[src/rtl/apef_pkg.sv]
`default_nettype none

package apef_pkg;

  typedef enum logic [1:0] {
    REQ_ADD   = 2'd0,
    REQ_PATH  = 2'd1,
    REQ_CLEAR = 2'd2
  } req_e;

  typedef enum logic [1:0] {
    KIND_ELEM     = 2'd0,
    KIND_PATH_END = 2'd1,
    KIND_ACK      = 2'd2
  } kind_e;

  typedef enum logic [1:0] {
    ST_IDLE,
    ST_SCAN,
    ST_EMIT
  } state_e;

  typedef struct packed {
    logic [1:0]  kind;
    logic [31:0] as_num;
    logic [7:0]  seg_type;
    logic        seg_end;
    logic        full;
    logic        last;
  } res_t;

  typedef struct packed {
    logic done;
    logic hit;
  } scan_status_t;

endpackage

`default_nettype wire

[src/rtl/apef_scan.sv]
`default_nettype none

module apef_scan #(
  parameter int EXCL_DEPTH = 64,
  parameter int CW         = $clog2(EXCL_DEPTH + 1),
  parameter int AW         = (EXCL_DEPTH > 1) ? $clog2(EXCL_DEPTH) : 1
) (
  input  wire logic                  clk_i,
  input  wire logic                  rst_ni,
  input  wire logic                  start_i,
  input  wire logic [31:0]           key_i,
  input  wire logic [CW-1:0]         count_i,
  input  wire logic                  wr_en_i,
  input  wire logic [AW-1:0]         wr_addr_i,
  input  wire logic [31:0]           wr_data_i,
  output apef_pkg::scan_status_t     status_o
);
  import apef_pkg::*;

  logic [31:0]   mem [EXCL_DEPTH];
  logic [31:0]   rd_data_q;
  logic          busy_q, busy_d;
  logic          chk_q, chk_d;
  logic [CW-1:0] idx_q, idx_d;
  logic          rd_en;
  logic          match;

  assign rd_en = busy_q && (idx_q != count_i);
  assign match = chk_q && (rd_data_q == key_i);

  always_comb begin
    status_o.hit  = match;
    status_o.done = busy_q && (match || (!chk_q && (idx_q == count_i)));
  end

  always_comb begin
    busy_d = busy_q;
    chk_d  = rd_en;
    idx_d  = idx_q;
    if (start_i) begin
      busy_d = 1'b1;
      chk_d  = 1'b0;
      idx_d  = '0;
    end else if (status_o.done) begin
      busy_d = 1'b0;
      chk_d  = 1'b0;
    end else if (rd_en) begin
      idx_d = idx_q + CW'(1);
    end
  end

  always_ff @(posedge clk_i or negedge rst_ni) begin
    if (!rst_ni) begin
      busy_q <= 1'b0;
      chk_q  <= 1'b0;
      idx_q  <= '0;
    end else begin
      busy_q <= busy_d;
      chk_q  <= chk_d;
      idx_q  <= idx_d;
    end
  end

  always_ff @(posedge clk_i) begin
    if (wr_en_i) begin
      mem[wr_addr_i] <= wr_data_i;
    end
  end

  always_ff @(posedge clk_i) begin
    if (rd_en) begin
      rd_data_q <= mem[idx_q[AW-1:0]];
    end
  end

endmodule

`default_nettype wire

[src/rtl/as_path_exclude_filter.sv]
`default_nettype none

// Channel  Direction  Handshake              Payload
// in       input      in_valid_i/in_ready_o  req_type, as_number, seg_type, seg_end, path_end
// out      output     out_valid_o/out_ready_i out_kind, out_as, out_seg_type, out_seg_end,
//                                            table_full, last
//
// An add or clear word is accepted and its acknowledgement is staged in the result buffer.
// A path word goes through the table scan, which stops at the first match or after count
// entries, where count is the number of stored exclusions; one comparator reads one table
// entry per cycle. Each result then passes the output register, held while the sink stalls.
// Reset clears the exclusion count and the pending element; table contents are not reset.
// The input is not ready while a word is being scanned or its results are being sent.

module as_path_exclude_filter #(
  parameter int EXCL_DEPTH = 64
) (
  input  wire logic        clk_i,
  input  wire logic        rst_ni,
  input  wire logic        in_valid_i,
  output logic             in_ready_o,
  input  wire logic [1:0]  req_type_i,
  input  wire logic [31:0] as_number_i,
  input  wire logic [7:0]  seg_type_i,
  input  wire logic        seg_end_i,
  input  wire logic        path_end_i,
  output logic             out_valid_o,
  input  wire logic        out_ready_i,
  output logic [1:0]       out_kind_o,
  output logic [31:0]      out_as_o,
  output logic [7:0]       out_seg_type_o,
  output logic             out_seg_end_o,
  output logic             table_full_o,
  output logic             last_o
);
  import apef_pkg::*;

  localparam int CW = $clog2(EXCL_DEPTH + 1);
  localparam int AW = (EXCL_DEPTH > 1) ? $clog2(EXCL_DEPTH) : 1;

  state_e        state_q, state_d;
  logic [CW-1:0] count_q, count_d;
  logic          pv_q, pv_d;
  logic [31:0]   pas_q, pas_d;
  logic [7:0]    ptype_q, ptype_d;
  logic [31:0]   as_q;
  logic [7:0]    st_q;
  logic          send_q, pend_q;
  res_t          res_q [3];
  res_t          res_d [3];
  logic [1:0]    res_cnt_q, res_cnt_d;
  logic [1:0]    res_idx_q, res_idx_d;
  logic [1:0]    path_n;
  res_t          out_q;
  logic          out_valid_q, out_valid_d;
  logic          accept;
  logic          full;
  logic          scan_start;
  logic          wr_en;
  logic          load;
  logic          last_slot;
  scan_status_t  scan_st;

  assign full       = (count_q == CW'(EXCL_DEPTH));
  assign accept     = in_valid_i && in_ready_o;
  assign last_slot  = (res_idx_q == (res_cnt_q - 2'd1));

  always_comb begin
    in_ready_o = (state_q == ST_IDLE);
    scan_start = accept && (req_type_i == REQ_PATH);
    wr_en      = accept && (req_type_i == REQ_ADD) && !full;
    load       = (state_q == ST_EMIT) && (!out_valid_q || out_ready_i);
  end

  always_comb begin
    state_d = state_q;
    unique case (state_q)
      ST_IDLE: begin
        if (accept) begin
          if (req_type_i == REQ_ADD || req_type_i == REQ_CLEAR) begin
            state_d = ST_EMIT;
          end else if (req_type_i == REQ_PATH) begin
            state_d = ST_SCAN;
          end
        end
      end
      ST_SCAN: begin
        if (scan_st.done) begin
          state_d = (path_n != 2'd0) ? ST_EMIT : ST_IDLE;
        end
      end
      ST_EMIT: begin
        if (load && last_slot) begin
          state_d = ST_IDLE;
        end
      end
      default: state_d = ST_IDLE;
    endcase
  end

  always_comb begin
    logic [1:0] n;
    n         = 2'd0;
    res_d     = res_q;
    res_cnt_d = res_cnt_q;
    res_idx_d = res_idx_q;
    count_d   = count_q;
    pv_d      = pv_q;
    pas_d     = pas_q;
    ptype_d   = ptype_q;
    if (accept) begin
      res_idx_d = 2'd0;
      case (req_type_i)
        REQ_ADD: begin
          res_d[0]      = '0;
          res_d[0].kind = KIND_ACK;
          res_d[0].full = full;
          res_d[0].last = 1'b1;
          res_cnt_d     = 2'd1;
          if (!full) begin
            count_d = count_q + CW'(1);
          end
        end
        REQ_CLEAR: begin
          res_d[0]      = '0;
          res_d[0].kind = KIND_ACK;
          res_d[0].last = 1'b1;
          res_cnt_d     = 2'd1;
          count_d       = '0;
        end
        default: ;
      endcase
    end
    if (state_q == ST_SCAN && scan_st.done) begin
      if (!scan_st.hit) begin
        if (pv_q) begin
          res_d[n]          = '0;
          res_d[n].kind     = KIND_ELEM;
          res_d[n].as_num   = pas_q;
          res_d[n].seg_type = ptype_q;
          n                 = n + 2'd1;
        end
        if (send_q) begin
          res_d[n]          = '0;
          res_d[n].kind     = KIND_ELEM;
          res_d[n].as_num   = as_q;
          res_d[n].seg_type = st_q;
          res_d[n].seg_end  = 1'b1;
          n                 = n + 2'd1;
          pv_d              = 1'b0;
        end else begin
          pv_d    = 1'b1;
          pas_d   = as_q;
          ptype_d = st_q;
        end
      end else if (send_q && pv_q) begin
        res_d[n]          = '0;
        res_d[n].kind     = KIND_ELEM;
        res_d[n].as_num   = pas_q;
        res_d[n].seg_type = ptype_q;
        res_d[n].seg_end  = 1'b1;
        n                 = n + 2'd1;
        pv_d              = 1'b0;
      end
      if (pend_q) begin
        res_d[n]      = '0;
        res_d[n].kind = KIND_PATH_END;
        n             = n + 2'd1;
      end
      if (n != 2'd0) begin
        res_d[n - 2'd1].last = 1'b1;
      end
      res_cnt_d = n;
    end
    if (load) begin
      res_idx_d = res_idx_q + 2'd1;
    end
    path_n = n;
  end

  always_comb begin
    out_valid_d = out_valid_q;
    if (load) begin
      out_valid_d = 1'b1;
    end else if (out_ready_i) begin
      out_valid_d = 1'b0;
    end
  end

  always_ff @(posedge clk_i or negedge rst_ni) begin
    if (!rst_ni) begin
      state_q     <= ST_IDLE;
      count_q     <= '0;
      pv_q        <= 1'b0;
      pas_q       <= '0;
      ptype_q     <= '0;
      res_cnt_q   <= '0;
      res_idx_q   <= '0;
      out_valid_q <= 1'b0;
    end else begin
      state_q     <= state_d;
      count_q     <= count_d;
      pv_q        <= pv_d;
      pas_q       <= pas_d;
      ptype_q     <= ptype_d;
      res_cnt_q   <= res_cnt_d;
      res_idx_q   <= res_idx_d;
      out_valid_q <= out_valid_d;
    end
  end

  always_ff @(posedge clk_i) begin
    res_q <= res_d;
    if (accept) begin
      as_q   <= as_number_i;
      st_q   <= seg_type_i;
      send_q <= seg_end_i || path_end_i;
      pend_q <= path_end_i;
    end
    if (load) begin
      out_q <= res_q[res_idx_q];
    end
  end

  apef_scan #(
    .EXCL_DEPTH (EXCL_DEPTH),
    .CW         (CW),
    .AW         (AW)
  ) u_scan (
    .clk_i     (clk_i),
    .rst_ni    (rst_ni),
    .start_i   (scan_start),
    .key_i     (as_q),
    .count_i   (count_q),
    .wr_en_i   (wr_en),
    .wr_addr_i (count_q[AW-1:0]),
    .wr_data_i (as_number_i),
    .status_o  (scan_st)
  );

  assign out_valid_o    = out_valid_q;
  assign out_kind_o     = out_q.kind;
  assign out_as_o       = out_q.as_num;
  assign out_seg_type_o = out_q.seg_type;
  assign out_seg_end_o  = out_q.seg_end;
  assign table_full_o   = out_q.full;
  assign last_o         = out_q.last;

  a_scan_done_in_scan : assert property (@(posedge clk_i) disable iff (!rst_ni)
    scan_st.done |-> state_q == ST_SCAN)
    else $error("scan finished outside the scan state");

  a_count_in_range : assert property (@(posedge clk_i) disable iff (!rst_ni)
    count_q <= CW'(EXCL_DEPTH))
    else $error("exclusion count beyond table depth");

  a_emit_bounds : assert property (@(posedge clk_i) disable iff (!rst_ni)
    state_q == ST_EMIT |-> res_cnt_q != 2'd0 && res_idx_q < res_cnt_q)
    else $error("result index out of range while sending");

  a_accept_idle : assert property (@(posedge clk_i) disable iff (!rst_ni)
    accept && req_type_i == REQ_PATH |=> state_q == ST_SCAN)
    else $error("path word did not start a scan");

endmodule

`default_nettype wire
[config.mk]
export PLATFORM = sky130hd
export DESIGN_NAME = as_path_exclude_filter
export DESIGN_NICKNAME = d
export VERILOG_FILES = /design/src/rtl/apef_pkg.sv /design/src/rtl/apef_scan.sv /design/src/rtl/as_path_exclude_filter.sv
export SDC_FILE = /design/constraint.sdc
export NUM_CORES = 2
export LEC_CHECK = 0
export ABC_AREA = 1
export BUFFER_PORTS_ARGS = -buffer_cell sky130_fd_sc_hd__buf_4
export CAP_MARGIN = 10
export CORE_ASPECT_RATIO = 1.1
export CORE_MARGIN = 2
export CORE_UTILIZATION = 30
export CTS_CLUSTER_DIAMETER = 40
export CTS_CLUSTER_SIZE = 10
export DETAILED_ROUTE_END_ITERATION = 12
export PLACE_DENSITY = 0.51
export SYNTH_ARGS = -nofsm -noshare
export SYNTH_HDL_FRONTEND = slang
export SYNTH_HIERARCHICAL = 1
export SYNTH_SLANG_ARGS = --single-unit
[constraint.sdc]
create_clock -name clk_i -period 6.2 [get_ports clk_i]
set_input_delay 0.31 -clock clk_i [delete_from_list [all_inputs] [get_ports clk_i]]
set_output_delay 0.31 -clock clk_i [all_outputs]
set_load 0.02 [all_outputs]
# == Yosys cells after proc, flatten, opt, wreduce, memory -nomap -nowiden ==
# Memory sizes are Yosys's and may differ from the RTL's. A register that Yosys moved wholly into a read port is not among the register bits.
# Cells that the tools add are included.
# classes
add_sub_neg,7
n_lt_le_gt_ge,7
eq_ne,16
n_mux,78
n_bitwise,10
n_reduce_logical,40
# op_table
op,n
135-bit bitwise mux,6
45-bit demux with 2-bit select,8
135-bit 2-to-1 mux,5
45-bit 2-to-1 mux,13
135-bit AND,2
135-bit inverter,2
90-bit 2-to-1 mux,2
45-bit binary-select mux with 2-bit select,1
45-bit case mux with 2 select lines,1
43-bit 2-to-1 mux,1
2-bit 2-to-1 mux,19
32-bit equality test,1
7-bit 2-to-1 mux,4
2-bit nonzero test,9
1-bit logical AND,15
"7-bit by 1-bit adder with 7-bit output, second input constant",2
1-bit 2-to-1 mux,14
7-bit case mux with 2 select lines,1
"3-bit greater-or-equal comparator, second input constant",4
2-bit inverter with 3-bit output,4
11-bit 2-to-1 mux,1
"3-bit by 1-bit < comparator with 1-bit output, second input constant",3
"2-bit inequality test, second input constant",4
7-bit equality test,1
other kinds (19),35
# word_totals
register_bits,286
mem_bits_rw,2048
memories,1
# mem_list
memory,depth,word_bits,read_ports,rd_clocked_by_memory_dff,wr,line,text
u_scan.mem,64,32,1,1,1,apef_scan.sv:20,logic [31:0] mem [EXCL_DEPTH];

# == Depth between registers and ports, before layout ==
# depth
depth_word,27
depth_mapped,23

# == Cells and area by module ==
# The synthesis kept the hierarchy.
# by_module_without_submodules
module,instances,cells_per_inst,area_per_inst_um2,seq_area_each_um2
apef_scan,1,6516,83204.8,62685.1
as_path_exclude_filter,1,1358,12617.1,7592.3

# == Worst setup path after synthesis ==
# Ideal clock, no wire load.
# synth_timing
kind,reg-to-reg
startpoint,reg state_q[0]
endpoint,"mem u_scan.mem[48][0], enable pin"
arrival_ns,4.867
slack_ns,0.830
stages_incl_launch_ff,9
n_path_buf,1
cell_sequence,dfrtp_1 -> nor2_2 -> inv_2 -> nor3_4 -> nand2_1 -> nor2_1 -> clkbuf_1 -> nand4_1 -> nor4_1
# synth_via
elab_chain_len,6
# synth_lines
element,line,text
from (decl),as_path_exclude_filter.sv:41,"state_e state_q, state_d;"
from (signal assigned),as_path_exclude_filter.sv:201,state_q <= state_d;
2-bit zero test,as_path_exclude_filter.sv:69,in_ready_o = (state_q == ST_IDLE);
net in_ready_o,as_path_exclude_filter.sv:21,"output logic in_ready_o,"
1-bit logical AND,as_path_exclude_filter.sv:65,assign accept = in_valid_i && in_ready_o;
1-bit logical AND (2 in a row),as_path_exclude_filter.sv:71,wr_en = accept && (req_type_i == REQ_ADD) && !full;
net wr_en,as_path_exclude_filter.sv:59,logic wr_en;
1-bit 2-to-1 mux,apef_scan.sv:65,if (wr_en_i) begin
1-bit 2-to-1 mux (not written as such),apef_scan.sv:66,mem[wr_addr_i] <= wr_data_i;
to (decl),apef_scan.sv:20,
# The timed path passes the listed nets, and every way through them passes these cells.

# == Worst setup path after layout ==
# layout_timing
startpoint,reg count_q[0]
endpoint,"mem u_scan.mem[4][29], enable pin"
# layout_via
elab_chain_len,5
# layout_lines
element,line,text
from (decl),as_path_exclude_filter.sv:42,"logic [CW-1:0] count_q, count_d;"
from (signal assigned),as_path_exclude_filter.sv:202,count_q <= count_d;
7-bit equality test,as_path_exclude_filter.sv:64,assign full = (count_q == CW'(EXCL_DEPTH));
1-bit zero test,-,
1-bit logical AND,as_path_exclude_filter.sv:71,
net wr_en,as_path_exclude_filter.sv:59,
1-bit 2-to-1 mux,apef_scan.sv:65,
1-bit 2-to-1 mux (not written as such),apef_scan.sv:66,
# The timed path passes the listed nets, and every way through them passes these cells.

==> results_dict.tcl <==
set metrics [dict create \
    status "completed" \
    synth_area_leaders "edfxtp_1, nor2_1, o21ai_0, nand2_1, o211ai_1" \
    r2r-start "count_q[0]" \
    use_met3_pct 2.617 \
    grt_use_met2_pct 28.78 \
    dpl_worst_slack_ns 1.743 \
    required_ns 6.77 \
    core_mm2 0.3177 \
    finalSetupViolCount 0 \
    area_delta_synth_final_pct 19.11 \
    slew-limit-headroom_pct 18.48 \
    cp_data_arrival_time_ns 5.12 \
    postRouteWirelength_mm 295.1 \
    max_stage_delay_ns 0.96 \
    detail-route-antenna-nets 0 \
    fmaxAchievable_ghz 0.2200 \
    synth-main-ff-cell "edfxtp_1" \
    grt_max_degree 199 \
    worst_pin_slew_ns 1.221 \
    cts_buffer_depth 4 \
    synth_area_leader_cell "edfxtp_1" \
    synthesis.area_mm2 0.09582 \
    wl_per_cell_um 23.64 \
    synth-async-reset-ratio_pct 2.705 \
    powerDensity_mw_per_mm2 475.7 \
    cts_tree "yes" \
    clock_sinks 2366 \
    r2r_end "u_scan/mem[4][29]" \
    p_leak_uw 0.03849 \
    finalNetCount 8067 \
    slew_violations 0 \
    viasPerCell 5.111 \
    hold_viol 0 \
    finalClockSkew_ns 0.06080 \
    netlist_top_cells_count "edfxtp_1, nor2_1, o21ai_0" \
    drtIter0Drc 6163 \
    end_kind "flip-flop" \
    cpMostUsedCell "nand4_1" \
    dieWidth_um 542.9 \
    max-cap-violations 0 \
    yosysSeqAreaShare_pct 73.34 \
    rows 217 \
    crit_type "flip-flop to flip-flop" \
    avgSynthCellArea_um2 12.17 \
    hp-class "input pin to flip-flop" \
    root_buffer "clkbuf_16" \
    crit_path_start_kind "flip-flop" \
    critical_path_buf_inv_count 2 \
    crit_path_start "count_q[0]" \
    dpl_cell_area_mm2 0.1012 \
    postCtsResizedCells 0 \
    finalSetupTns_ns 0 \
    yosys_warnings 6 \
    grt_pass1_wl_mm 429.1 \
    stdcell_area_mm2 0.1141 \
    h-tree-depth 5 \
    r2r_slack_ns 1.65 \
    syn_nets 7929 \
    crit_fanout 17 \
    antenna_found_initial 16 \
    synth_edf_count 2257 \
    synth_top_cell_area_share_pct 70.73 \
    synth_cells 7874 \
    drive_above_1_share_pct 10.92 \
    grt.met1_usage_pct 24.36 \
    cts_made_buffers 375 \
    critPathTopFamily "simple AND/OR/NAND/NOR gates" \
    worst-path-stages 8 \
    rsz0062_at_grt "false" \
    hpwl_mm 159.9 \
    layout_min_cycle_time_ns 4.546 \
    crit_path_end "u_scan/mem[4][29]" \
    die_area_mm2 0.3239 \
    first_pass_iters 6 \
    grtUsageTotal_pct 17.75 \
    holdWs_ns 0.02768 \
    place_congestion 0.8272 \
    drc 0 \
    die_y_um 596.7 \
    io_pins 95 \
    cp_slowest_cell "nor2_4" \
    ys_ff_latch 2366 \
    initial_core_util_pct 30.16 \
    path_cells "inv_1, ha_1, nand4_1, nand2_1, nor2_1, nand4_1, nor2_4, buf_4" \
    clock_latency_ns 0.94 \
    ir_drop_mv 0.4065 \
    grt_pass1_vias 61760 \
    grt-ovfl-total 0 \
    nFillCells 30660 \
    vias 63790 \
    synth.most_common_cell "edfxtp_1" \
    grt.busiest_layer "met2" \
    portBuffers 94 \
    fin_crit_sh_pct 73.33 \
    timing.final.ws_setup_ns 1.654 \
    hp-start "as_number_i[8]" \
    clk_pin_slew_ns 0.05 \
    reg2reg_depth 8 \
    synth.distinct_cells 44 \
]
## how the worst min path moves through the flow
stage                             end  slack (ns)  cells past startpoint
CTS                 u_scan/mem[36][1]       0.001                      1
global placement          out_valid_o         0.1                      1
floorplan                  count_q[0]        0.01                      0
detailed placement        out_valid_o         0.1                      1
finish              u_scan/mem[36][8]        0.03                      1
global route        u_scan/mem[37][8]        0.04                      1
## metrics by stage
| stage | utilization, % | instances | power, uW |
|---|---|---|---|
| after floorplan | - | 7874 | 28180 |
| after global placement | 31.83 | 11760 | 33620 |
| after global routing | 35.92 | 12470 | 56710 |
| after detailed placement | 31.86 | 11770 | 33730 |
| after CTS | 35.92 | 12470 | 54670 |
| final | 35.93 | 12480 | 54290 |
## timing repair
action | 4_1_cts | 5_1_grt
hold buffers | 29 | 0
setup buffers | 0 | 0
hold endpoints to repair | 223 | 0
## registers in the layout, indices dropped and copies added (netlist names), 8 cells and up, named ones only
name and count:
u_scan/mem 2048, res_q 91, as_q 32, out_as_o 32, pas_q 32, u_scan/rd_data_q 32, out_seg_type_o 8, ptype_q 8
st_q 8
## final cells by class
class / count / area (um2) / share of cell area [%]
Sequential cell: 2366 / 70290 / 61.58
Timing Repair Buffer: 276 / 2380 / 2.085
Inverter: 304 / 1177 / 1.032
Tap cell: 4161 / 5206 / 4.561
Multi-Input combinational cell: 4689 / 22450 / 19.67
Clock inverter: 234 / 2848 / 2.495
Clock buffer: 439 / 9758 / 8.549
Antenna cell: 13 / 32.53 / 0.02850
## layout by cell type, fill, tap and decap left out, drive strengths merged
cell type and count:
nor2 1557, nor3b 1, clkbuf 439, dfrtp 64, a31o 1, o211ai 256
mux2i 22, clkinv 148, a31oi 34, xnor2 13, or2 3, nand2 747
nand3b 3, ha 7, bufinv 46, o22ai 116, nor3 3, clkinvlp 26
o32ai 24, a21boi 1, nand4 20, diode 13, a21oi 173, o21ai 1325
inv 318, buf 247, a22oi 30, nor4 8, dlygate4sd3 29, xor2 4
edfxtp 2257, nand3 339, dfxtp 45, o221ai 1, and2 1
## cell families after synthesis
group / share of synthesized area [%]
XOR/XNOR: 0.1554
adder cells (fa/ha/maj): 0.09140
multiplexers: 0.2298
AO/OA/AOI/OAI: 11.29
AND/OR/NAND/NOR: 11.13
buffers and inverters: 3.767
flip-flops: 73.34
## worst reg2reg max path, stage by stage, from the launching register on
cell and delay (ns):
dfrtp_1 0.68, inv_1 0.19, ha_1 0.25, nand4_1 0.10, nand2_1 0.14, nor2_1 0.51
nand4_1 0.91, nor2_4 0.96, buf_4 0.43
## where the power goes
part | leakage (uW) | internal (uW) | switching, uW
clock network | 0.00606 | 13200 | 7610
registers | 0.0216 | 18400 | 501
logic | 0.0109 | 3830 | 10700
total | 0.0385 | 35500 | 18800
## routing by layer
layer / vias to the layer above / share of wire, %
met1: 32220 / 43
met3: 507 / 6.9
met5: - / 0
li1: 28700 / -
met2: 2360 / 47
met4: 0 / 3.2
Power figures use the tool's default switching activity.
